`src/rtl/sc1t_pkg.sv`:
```
`default_nettype none

package sc1t_pkg;

    localparam logic [7:0] PREFIX_BYTE = 8'hE0;
    localparam logic [7:0] SC_UP       = 8'h48;
    localparam logic [7:0] SC_DOWN     = 8'h50;
    localparam logic [7:0] SC_LEFT     = 8'h4B;
    localparam logic [7:0] SC_RIGHT    = 8'h4D;
    localparam int unsigned ROM_SIZE   = 58;

    localparam int unsigned CFG_IDX_W  = 2;
    localparam logic [CFG_IDX_W-1:0] CFG_CODE_UP    = 2'd0;
    localparam logic [CFG_IDX_W-1:0] CFG_CODE_DOWN  = 2'd1;
    localparam logic [CFG_IDX_W-1:0] CFG_CODE_LEFT  = 2'd2;
    localparam logic [CFG_IDX_W-1:0] CFG_CODE_RIGHT = 2'd3;

    localparam logic [7:0] RST_CODE_UP    = 8'd128;
    localparam logic [7:0] RST_CODE_DOWN  = 8'd129;
    localparam logic [7:0] RST_CODE_LEFT  = 8'd130;
    localparam logic [7:0] RST_CODE_RIGHT = 8'd131;

    typedef struct packed {
        logic [7:0] up;
        logic [7:0] down;
        logic [7:0] left;
        logic [7:0] right;
    } arrow_codes_t;

    typedef struct packed {
        logic       push;
        logic       pop;
        logic [7:0] wdata;
    } fifo_req_t;

    typedef struct packed {
        logic popped;
        logic dropped;
    } fifo_stat_t;

    // US QWERTY layout for set-1 make codes below ROM_SIZE.
    function automatic logic [7:0] qwerty_lookup(input logic [5:0] sc);
        logic [7:0] ch;
        case (sc)
            6'd1:  ch = 8'h1B;
            6'd2:  ch = 8'h31;
            6'd3:  ch = 8'h32;
            6'd4:  ch = 8'h33;
            6'd5:  ch = 8'h34;
            6'd6:  ch = 8'h35;
            6'd7:  ch = 8'h36;
            6'd8:  ch = 8'h37;
            6'd9:  ch = 8'h38;
            6'd10: ch = 8'h39;
            6'd11: ch = 8'h30;
            6'd12: ch = 8'h2D;
            6'd13: ch = 8'h3D;
            6'd14: ch = 8'h08;
            6'd15: ch = 8'h09;
            6'd16: ch = 8'h71;
            6'd17: ch = 8'h77;
            6'd18: ch = 8'h65;
            6'd19: ch = 8'h72;
            6'd20: ch = 8'h74;
            6'd21: ch = 8'h79;
            6'd22: ch = 8'h75;
            6'd23: ch = 8'h69;
            6'd24: ch = 8'h6F;
            6'd25: ch = 8'h70;
            6'd26: ch = 8'h5B;
            6'd27: ch = 8'h5D;
            6'd28: ch = 8'h0A;
            6'd30: ch = 8'h61;
            6'd31: ch = 8'h73;
            6'd32: ch = 8'h64;
            6'd33: ch = 8'h66;
            6'd34: ch = 8'h67;
            6'd35: ch = 8'h68;
            6'd36: ch = 8'h6A;
            6'd37: ch = 8'h6B;
            6'd38: ch = 8'h6C;
            6'd39: ch = 8'h3B;
            6'd40: ch = 8'h27;
            6'd41: ch = 8'h60;
            6'd43: ch = 8'h5C;
            6'd44: ch = 8'h7A;
            6'd45: ch = 8'h78;
            6'd46: ch = 8'h63;
            6'd47: ch = 8'h76;
            6'd48: ch = 8'h62;
            6'd49: ch = 8'h6E;
            6'd50: ch = 8'h6D;
            6'd51: ch = 8'h2C;
            6'd52: ch = 8'h2E;
            6'd53: ch = 8'h2F;
            6'd55: ch = 8'h2A;
            6'd57: ch = 8'h20;
            default: ch = 8'h00;
        endcase
        return ch;
    endfunction

endpackage

`default_nettype wire

```
`src/rtl/sc1t_xlate.sv`:
```
`default_nettype none

module sc1t_xlate (
    input  wire logic [7:0]            scan_byte,
    input  wire logic                  ext_flag,
    input  wire sc1t_pkg::arrow_codes_t codes,
    output logic [7:0]                 event_code,
    output logic                       ext_flag_next
);

    logic [7:0] arrow_code;
    logic       is_arrow;
    logic [7:0] rom_code;

    always_comb begin
        is_arrow   = 1'b1;
        arrow_code = 8'h00;
        case (scan_byte)
            sc1t_pkg::SC_UP:    arrow_code = codes.up;
            sc1t_pkg::SC_DOWN:  arrow_code = codes.down;
            sc1t_pkg::SC_LEFT:  arrow_code = codes.left;
            sc1t_pkg::SC_RIGHT: arrow_code = codes.right;
            default:            is_arrow   = 1'b0;
        endcase
    end

    assign rom_code = (scan_byte < 8'(sc1t_pkg::ROM_SIZE))
                    ? sc1t_pkg::qwerty_lookup(scan_byte[5:0]) : 8'h00;

    always_comb begin
        event_code    = 8'h00;
        ext_flag_next = ext_flag;
        if (scan_byte == sc1t_pkg::PREFIX_BYTE) begin
            ext_flag_next = 1'b1;
        end else if (scan_byte[7]) begin
            ext_flag_next = 1'b0;
        end else if (ext_flag) begin
            ext_flag_next = 1'b0;
            event_code    = arrow_code;
        end else if (is_arrow) begin
            event_code = arrow_code;
        end else begin
            event_code = rom_code;
        end
    end

endmodule

`default_nettype wire

```
`src/rtl/sc1t_fifo.sv`:
```
`default_nettype none

module sc1t_fifo #(
    parameter int unsigned DEPTH = 32,
    parameter int unsigned CNT_W = $clog2(DEPTH + 1)
) (
    input  wire logic                   aclk,
    input  wire logic                   aresetn,
    input  wire sc1t_pkg::fifo_req_t    req,
    output sc1t_pkg::fifo_stat_t        stat,
    output logic [CNT_W-1:0]            count_next,
    output logic [7:0]                  rd_data
);

    localparam int unsigned PTR_W = (DEPTH > 1) ? $clog2(DEPTH) : 1;
    localparam logic [PTR_W-1:0] PTR_LAST = PTR_W'(DEPTH - 1);
    localparam logic [CNT_W-1:0] CNT_FULL = CNT_W'(DEPTH);

    logic [7:0]       mem [DEPTH];
    logic [PTR_W-1:0] wr_ptr_reg, wr_ptr_next;
    logic [PTR_W-1:0] rd_ptr_reg, rd_ptr_next;
    logic [CNT_W-1:0] count_reg;
    logic [7:0]       rd_data_reg;
    logic             do_push;
    logic             do_pop;

    assign do_push = req.push && (req.wdata != 8'h00) && (count_reg != CNT_FULL);
    assign do_pop  = req.pop && (count_reg != '0);

    assign stat.popped  = do_pop;
    assign stat.dropped = req.push && (req.wdata != 8'h00) && (count_reg == CNT_FULL);

    assign wr_ptr_next = (wr_ptr_reg == PTR_LAST) ? '0 : wr_ptr_reg + 1'b1;
    assign rd_ptr_next = (rd_ptr_reg == PTR_LAST) ? '0 : rd_ptr_reg + 1'b1;

    always_comb begin
        count_next = count_reg;
        if (do_push) begin
            count_next = count_reg + 1'b1;
        end else if (do_pop) begin
            count_next = count_reg - 1'b1;
        end
    end

    always_ff @(posedge aclk) begin
        if (!aresetn) begin
            wr_ptr_reg <= '0;
            rd_ptr_reg <= '0;
            count_reg  <= '0;
        end else begin
            count_reg <= count_next;
            if (do_push) begin
                wr_ptr_reg <= wr_ptr_next;
            end
            if (do_pop) begin
                rd_ptr_reg <= rd_ptr_next;
            end
        end
    end

    always_ff @(posedge aclk) begin
        if (do_push) begin
            mem[wr_ptr_reg] <= req.wdata;
        end
        if (do_pop) begin
            rd_data_reg <= mem[rd_ptr_reg];
        end
    end

    assign rd_data = rd_data_reg;

endmodule

`default_nettype wire

```
`src/rtl/scan_code_set1_translator_fifo.sv`:
```
// A word accepted on the slave side sits in the input register and is moved into the result
// register once that register is empty or m_tready is high; it is then offered on the master
// side from the result register, and waits there while m_tready is held low.
// Throughput: one word per cycle unless m_tready stalls; queue pointers and count are registers.
// Reset: aresetn is synchronous and active low; it empties the queue, clears the prefix
// flag and both pipeline stages, and returns the arrow code registers to 128 to 131.
`default_nettype none

module scan_code_set1_translator_fifo #(
    parameter int unsigned QUEUE_DEPTH = 32
) (
    input  wire logic        aclk,
    input  wire logic        aresetn,
    input  wire logic        s_tvalid,
    output logic             s_tready,
    input  wire logic [7:0]  s_tdata,   // [7:0] scan_byte
    input  wire logic        s_tuser,   // [0] mode
    output logic             m_tvalid,
    input  wire logic        m_tready,
    output logic [15:0]      m_tdata,   // [7:0] event_code, [13:8] pending_count,
                                        // [14] dropped, [15] zero
    input  wire logic        cfg_valid,
    output logic             cfg_ready,
    input  wire logic [sc1t_pkg::CFG_IDX_W-1:0] cfg_index,
    input  wire logic [7:0]  cfg_data
);

    localparam int unsigned CNT_W = $clog2(QUEUE_DEPTH + 1);

    sc1t_pkg::arrow_codes_t codes_reg;
    logic                   ext_reg;

    logic       in_valid_reg;
    logic       in_mode_reg;
    logic [7:0] in_byte_reg;

    logic       out_valid_reg;
    logic       out_hit_reg;
    logic [5:0] out_count_reg;
    logic       out_drop_reg;

    logic       advance;
    logic [7:0] xl_event;
    logic       xl_ext_next;

    sc1t_pkg::fifo_req_t  fifo_req;
    sc1t_pkg::fifo_stat_t fifo_stat;
    logic [CNT_W-1:0]     fifo_count_next;
    logic [7:0]           fifo_rd_data;

    assign advance   = in_valid_reg && (!out_valid_reg || m_tready);
    assign s_tready  = !in_valid_reg || advance;
    assign cfg_ready = 1'b1;

    sc1t_xlate u_xlate (
        .scan_byte     (in_byte_reg),
        .ext_flag      (ext_reg),
        .codes         (codes_reg),
        .event_code    (xl_event),
        .ext_flag_next (xl_ext_next)
    );

    assign fifo_req.push  = advance && !in_mode_reg;
    assign fifo_req.pop   = advance && in_mode_reg;
    assign fifo_req.wdata = xl_event;

    sc1t_fifo #(
        .DEPTH (QUEUE_DEPTH),
        .CNT_W (CNT_W)
    ) u_fifo (
        .aclk       (aclk),
        .aresetn    (aresetn),
        .req        (fifo_req),
        .stat       (fifo_stat),
        .count_next (fifo_count_next),
        .rd_data    (fifo_rd_data)
    );

    always_ff @(posedge aclk) begin
        if (!aresetn) begin
            codes_reg.up    <= sc1t_pkg::RST_CODE_UP;
            codes_reg.down  <= sc1t_pkg::RST_CODE_DOWN;
            codes_reg.left  <= sc1t_pkg::RST_CODE_LEFT;
            codes_reg.right <= sc1t_pkg::RST_CODE_RIGHT;
        end else if (cfg_valid) begin
            case (cfg_index)
                sc1t_pkg::CFG_CODE_UP:    codes_reg.up    <= cfg_data;
                sc1t_pkg::CFG_CODE_DOWN:  codes_reg.down  <= cfg_data;
                sc1t_pkg::CFG_CODE_LEFT:  codes_reg.left  <= cfg_data;
                sc1t_pkg::CFG_CODE_RIGHT: codes_reg.right <= cfg_data;
                default: ;
            endcase
        end
    end

    always_ff @(posedge aclk) begin
        if (!aresetn) begin
            in_valid_reg  <= 1'b0;
            out_valid_reg <= 1'b0;
            ext_reg       <= 1'b0;
        end else begin
            if (s_tready) begin
                in_valid_reg <= s_tvalid;
            end
            if (advance) begin
                out_valid_reg <= 1'b1;
                if (!in_mode_reg) begin
                    ext_reg <= xl_ext_next;
                end
            end else if (m_tready) begin
                out_valid_reg <= 1'b0;
            end
        end
    end

    always_ff @(posedge aclk) begin
        if (s_tvalid && s_tready) begin
            in_mode_reg <= s_tuser;
            in_byte_reg <= s_tdata;
        end
        if (advance) begin
            out_hit_reg   <= fifo_stat.popped;
            out_count_reg <= 6'(fifo_count_next);
            out_drop_reg  <= fifo_stat.dropped;
        end
    end

    assign m_tvalid = out_valid_reg;
    assign m_tdata  = {1'b0, out_drop_reg, out_count_reg,
                       out_hit_reg ? fifo_rd_data : 8'h00};

endmodule

`default_nettype wire

```
`config.mk`:
```
export PLATFORM = sky130hd
export DESIGN_NAME = scan_code_set1_translator_fifo
export DESIGN_NICKNAME = d
export VERILOG_FILES = /design/src/rtl/sc1t_pkg.sv /design/src/rtl/sc1t_xlate.sv /design/src/rtl/sc1t_fifo.sv /design/src/rtl/scan_code_set1_translator_fifo.sv
export SDC_FILE = /design/constraint.sdc
export NUM_CORES = 1
export LEC_CHECK = 0
export BUFFER_PORTS_ARGS = -buffer_cell sky130_fd_sc_hd__buf_4
export CORE_MARGIN = 5
export CORE_UTILIZATION = 50
export DETAILED_ROUTE_END_ITERATION = 6
export HOLD_SLACK_MARGIN = 0.06
export PLACE_DENSITY = 0.65
export REMOVE_ABC_BUFFERS = 1
export SETUP_SLACK_MARGIN = 0.15
export SLEW_MARGIN = 0
export SYNTH_ARGS = -nofsm -noshare
export SYNTH_HDL_FRONTEND = slang
export SYNTH_SLANG_ARGS = --single-unit
```
`constraint.sdc`:
```
create_clock -name aclk -period 6.6 [get_ports aclk]
set_input_delay 1.32 -clock aclk [delete_from_list [all_inputs] [get_ports aclk]]
set_output_delay 1.32 -clock aclk [all_outputs]
set_load 0.01 [all_outputs]
```
[Word level (Yosys, flattened, before mapping)]
Memories as Yosys holds them, arrays and structs flattened. A register that Yosys moved wholly into a read port is not among the register bits.
Index checks and enable logic that the tools add are counted.
Cells by class
  bitwise gates (word level): 1
  add/subtract/negate cells: 4
  muxes and demuxes: 18
  order comparisons: 1
  reductions and logical operators: 23
  equality and inequality tests: 12
Operators by type and width (count)
  $mux W8: 6
  $eq A8 B7 Y1 const B: 4
  $pmux W8 S4: 1
  $mux W6: 3
  $add A5 B1 Y5 const B: 2
  $eq A5 B5 Y1 const B: 2
  $mux W5: 2
  $reduce_and A2 Y1: 5
  $eq A8 B8 Y1 const B: 1
  $logic_and A1 B1 Y1: 8
  $lt A8 B6 Y1 const B: 1
  $reduce_bool A8 Y1: 1
  $add A6 B1 Y6 const B: 1
  $eq A6 B6 Y1 const B: 1
  $mux W1: 6
  $ne A6 B6 Y1 const B: 1
  $reduce_bool A6 Y1: 1
  $sub A6 B1 Y6 const B: 1
  $eq A2 B2 Y1 const B: 2
  $reduce_or A4 Y1: 1
  $logic_not A1 Y1: 3
  $eq A2 B1 Y1 const B: 1
  $logic_not A2 Y1: 1
  $logic_or A1 B1 Y1: 2
  2 further kinds: 2
Storage, ports and cells
  RAM bits: 256
  register bits after elaboration: 68
  memories kept: 2
  output and inout bits: 19
  memory bits (read-only): 448
Memories
  (no name shown): words 64, bits a word 7, read ports 1, clocked after memory_dff 1, write ports 0, RTL line sc1t_pkg.sv:44  | case (sc)
  u_fifo.mem: words 32, bits a word 8, read ports 1, clocked after memory_dff 1, write ports 1, RTL line sc1t_fifo.sv:19  | logic [7:0] mem [DEPTH];

[Depth between registers and ports, before layout]
  word-level depth: 12
  mapped depth: 11
  depth with buffers taken out: 9

[Modules after synthesis]
From an unflattened synthesis, not the netlist that was laid out.
Unflattened totals
  cell total of the unflattened synthesis: 994
  area, all modules: 14410.1 µm²
By module, submodules not included
  sc1t_fifo: cells each 678, area each 11439.7 µm², times used 1
  scan_code_set1_translator_fifo: cells each 162, area each 1874.3 µm², times used 1
  sc1t_xlate: cells each 154, area each 1096.1 µm², times used 1

[Worst setup path before layout]
Ideal clock, no wire load.
  path kind: flip-flop to flip-flop
  start point: register in_byte_reg[1]
  end point: memory u_fifo.mem[15][0] (enable)
  setup time: 0.383 ns
  buffers on the path: 3
  arrival time: 3.331 ns
  cell stages (with the launch flop): 11
  clock period less this slack: 3.714 ns
  setup slack: 2.886 ns
  cell sequence: edfxtp_1 -> clkbuf_1 -> nor4b_1 -> a211oi_1 -> o2bb2ai_1 -> a2111o_1 -> o31a_1 -> buf_6 -> clkbuf_1 -> nand2_1 -> nor3_1
RTL lines
  from (decl): RTL line scan_code_set1_translator_fifo.sv:35  | logic [7:0] in_byte_reg;
  from (signal assigned): RTL line scan_code_set1_translator_fifo.sv:119  | in_byte_reg <= s_tdata;
  to (decl): RTL line sc1t_fifo.sv:19

==> results.md <==
- Hold Buf Count CTS: 0
- Area contributors post-synth: edfxtp_1 (58%), mux4_2 (13%), dfxtp_1 (8.0%)
- FFs w/ async S/R, synth: 0%
- First-pass GRT wire length: 46.5 mm
- Rel. slew slack: 15.2%
- Worst-path clk slew: 0.06 ns
- Antenna violations before repair: 0
- Most common cell after layout, fill and taps aside: edfxtp_1
- Yosys cell types: 65
- Crit-path slowest cell: o2bb2ai_2
- Share of cells above drive strength 1: a little under a quarter
- Critical Path AT: between 4 and 5 ns
- Final period util: 63.4%
- Dpl ws: 2.39 ns
- Gate count of the mapped netlist: 905
- Setup Skew: roughly 0.023 ns
- Worst reg-to-reg setup slack: 2.41 ns
- Synth Register Bits: 339
- Total gr overflow: 0
- WHS Endpoint: codes_reg[31]$_SDFFE_PN1P_
- HP Start: codes_reg[31]$_SDFFE_PN1P_
- Worst hold slack: 0.472 ns
- Die H: about 180 µm
- Clk_lat worst skew: 0.52 ns
- Post-synth top area cell: edfxtp_1
- Tot Pwr: 4.77 mW
- Pwr/cell area: a little under 300 nW/µm²
- Fillers: 2,263
- Final setup viols: 0
- Worst-path maximum fanout: 46
- CP Launch Type: flop
- Die ar.: about 32,000 µm²
- R2r startpoint: in_byte_reg[1]$_DFFE_PP_
- Setup_tns: 0 ns
- Diode count: 0
- Top FF cell, synth: edfxtp_1
- Synth-to-layout area growth: 12.5%
- DRT Pass-1 Iters: 5
- Post-cts resize count: 0
- Crit. End Element: flop
- Synth top area share: 58.2%
- Vias per cell: 5.79
- Initial drt markers: 754
- Synth warn: 0
- GPL Wtd Cong: roughly 0.8
- Worst Tran Pin Value: ~1.3 ns
- # IOs: 43
- Hold Vio Cnt, Final: 0
- Hold crit path type: flop to flop
- Die width: around 180 µm
- CTS Buffer Depth: 3
- Setup Buffers After CTS: 0
- Final worst slack: around 2.4 ns
- TritonCTS clock tree: done
- Static leakage: 5.70 nW
- Critical Path Start: in_byte_reg[1]$_DFFE_PP_
- Max cap viols: 0
- Post-Route WL: 29.4 mm
- Unrepaired setup endpoints after global routing: false
- Reg2reg path depth: 8
- Status: finished clean
- Port bufs: 40
- Max incr delay on CP: 0.97 ns
- DR vias: between 7,000 and 8,000
- Largest net degree at the start of global routing: 69
- Fmax: 0.239 GHz
- Root Buffer: clkbuf_16
- Worst-path cell chain: and3b_1 -> a211oi_1 -> o2bb2ai_2 -> a2111o_1 -> o31a_1 -> buf_4 -> nand2_1 -> nor3_1
- Most frequent cells in the layout: edfxtp_1 (281), mux4_2 (81), nand2_1 (78), dfxtp_1 (56), buf_4 (54)
- Vias in the first global route: 7,810
- H-tree levels: 2
- Fin nets: 983
- Critical path type: flop to flop
- Fin crit period: 4.19 ns
- Initial core utilization: between 50% and 60%
- Final Max Slew Viols: 0
- VDD IR max: 0.189 mV
- Finished Layout Cells: about 1,400
- GRT Resource Usage Total: 18.2%
- # clock sinks: 339
- Dpl cells: around 1,300
- Post-route ant nets: 0
- Detailed-route wire length per cell: ~22 µm
- Num CTS Buffers: 36
- CP Data Required Time: 6.73 ns
- Sequential area share after synthesis: 66.2%
- Cell area after synthesis: ~14,000 µm²
- # rows: 62
- Drt drc: 0
- Hold Path Depth: 2
- Post-synth EDFFs: 281
- Max FFs per register: about 260
- Core area: 28,700 µm²
- Reg2reg end: u_fifo.mem[15][2]$_DFFE_PP_
- Mean post-synth cell area: 16.0 µm²
- Hpwl dp: 18.4 mm
-- critical path: cells and delay by family, from the launching register on --
kind                   cells  cell delay [ns]
AOI/OAI and AO/OA          4             1.50
and+or+nand+nor            3             1.34
DFF                        1             0.60
buffers and inverters      1             0.36
-- cell families after synthesis --
group	after synthesis	share of synthesized area, %
flip-flops	339	66.2
other	2	0.0518
buffers and inverters	73	2.14
AND/OR/NAND/NOR	235	8.68
XOR/XNOR	5	0.302
multiplexers	117	15.2
adder cells (fa/ha/maj)	20	1.73
AO/OA/AOI/OAI	114	5.71
-- power breakdown --
| part | internal (mW) | leakage, nW | switching, mW |
|---|---|---|---|
| logic | 0.175 | 1.93 | 0.200 |
| clock network | 1.17 | 0.573 | 0.805 |
| registers | 2.37 | 3.19 | 0.0537 |
-- Yosys cell counts, types with 4 or more instances --
master      n
nand2b_1    8
or2_2       4
a21oi_1    12
mux2_2     10
nor3_1      7
edfxtp_1  281
o21ai_0    17
a22o_1      5
ha_1       20
mux2i_1    26
or3_1       5
a21boi_0   24
a221o_1     4
nand3_1    19
a22oi_1     8
clkbuf_1   42
a31oi_1    10
nor2b_1    16
nor3b_1     4
buf_1       8
mux4_2     81
and3b_1     4
inv_1      14
and2_1     10
and3_1     41
dfxtp_1    58
xnor2_1     5
nand2_1    78
nor4b_1     5
nor2_1     19
-- worst max path at each step --
stage                             endpoint  slack [ns]
6_report       u_fifo.mem[15][2]$_DFFE_PP_        2.41
5_1_grt        u_fifo.mem[15][5]$_DFFE_PP_        2.01
4_1_cts        u_fifo.mem[15][2]$_DFFE_PP_        2.35
3_5_place_dp   u_fifo.mem[15][4]$_DFFE_PP_        2.39
3_3_place_gp   u_fifo.mem[15][6]$_DFFE_PP_        2.56
2_1_floorplan  u_fifo.rd_data[0]$_DFFE_PP_        2.16
-- per-stage QoR --
stage | utilization (%) | area (µm²)
2_1_floorplan | - | 14200
3_3_place_gp | 52.8 | 15100
3_5_place_dp | 52.8 | 15100
4_1_cts | 56.8 | 16300
5_1_grt | 56.8 | 16300
6_report | 56.8 | 16300
-- per-layer routing --
| metal | GRT usage (%) | part of all wire [%] | wire, µm | up-vias |
|---|---|---|---|---|
| li1 | - | - | - | 3634 |
| met1 | 27.5 | 46 | 13600 | 3944 |
| met2 | 27.8 | 46 | 13700 | 199 |
| met3 | 3.11 | 5.1 | 1500 | 43 |
| met4 | 4.99 | 2.1 | 614 | 0 |
| met5 | 0 | 0 | 0 | - |
-- layout make-up --
| type | instances | area, µm² | area share (%) |
|---|---|---|---|
| Sequential cell | 339 | 9600 | 58.9 |
| Multi-Input combinational cell | 493 | 4600 | 28.2 |
| Clock buffer | 43 | 963 | 5.91 |
| Tap cell | 384 | 480 | 2.95 |
| Timing Repair Buffer | 54 | 405 | 2.49 |
| Clock inverter | 22 | 199 | 1.22 |
| Inverter | 15 | 56.3 | 0.345 |
Power figures use the tool's default switching activity.
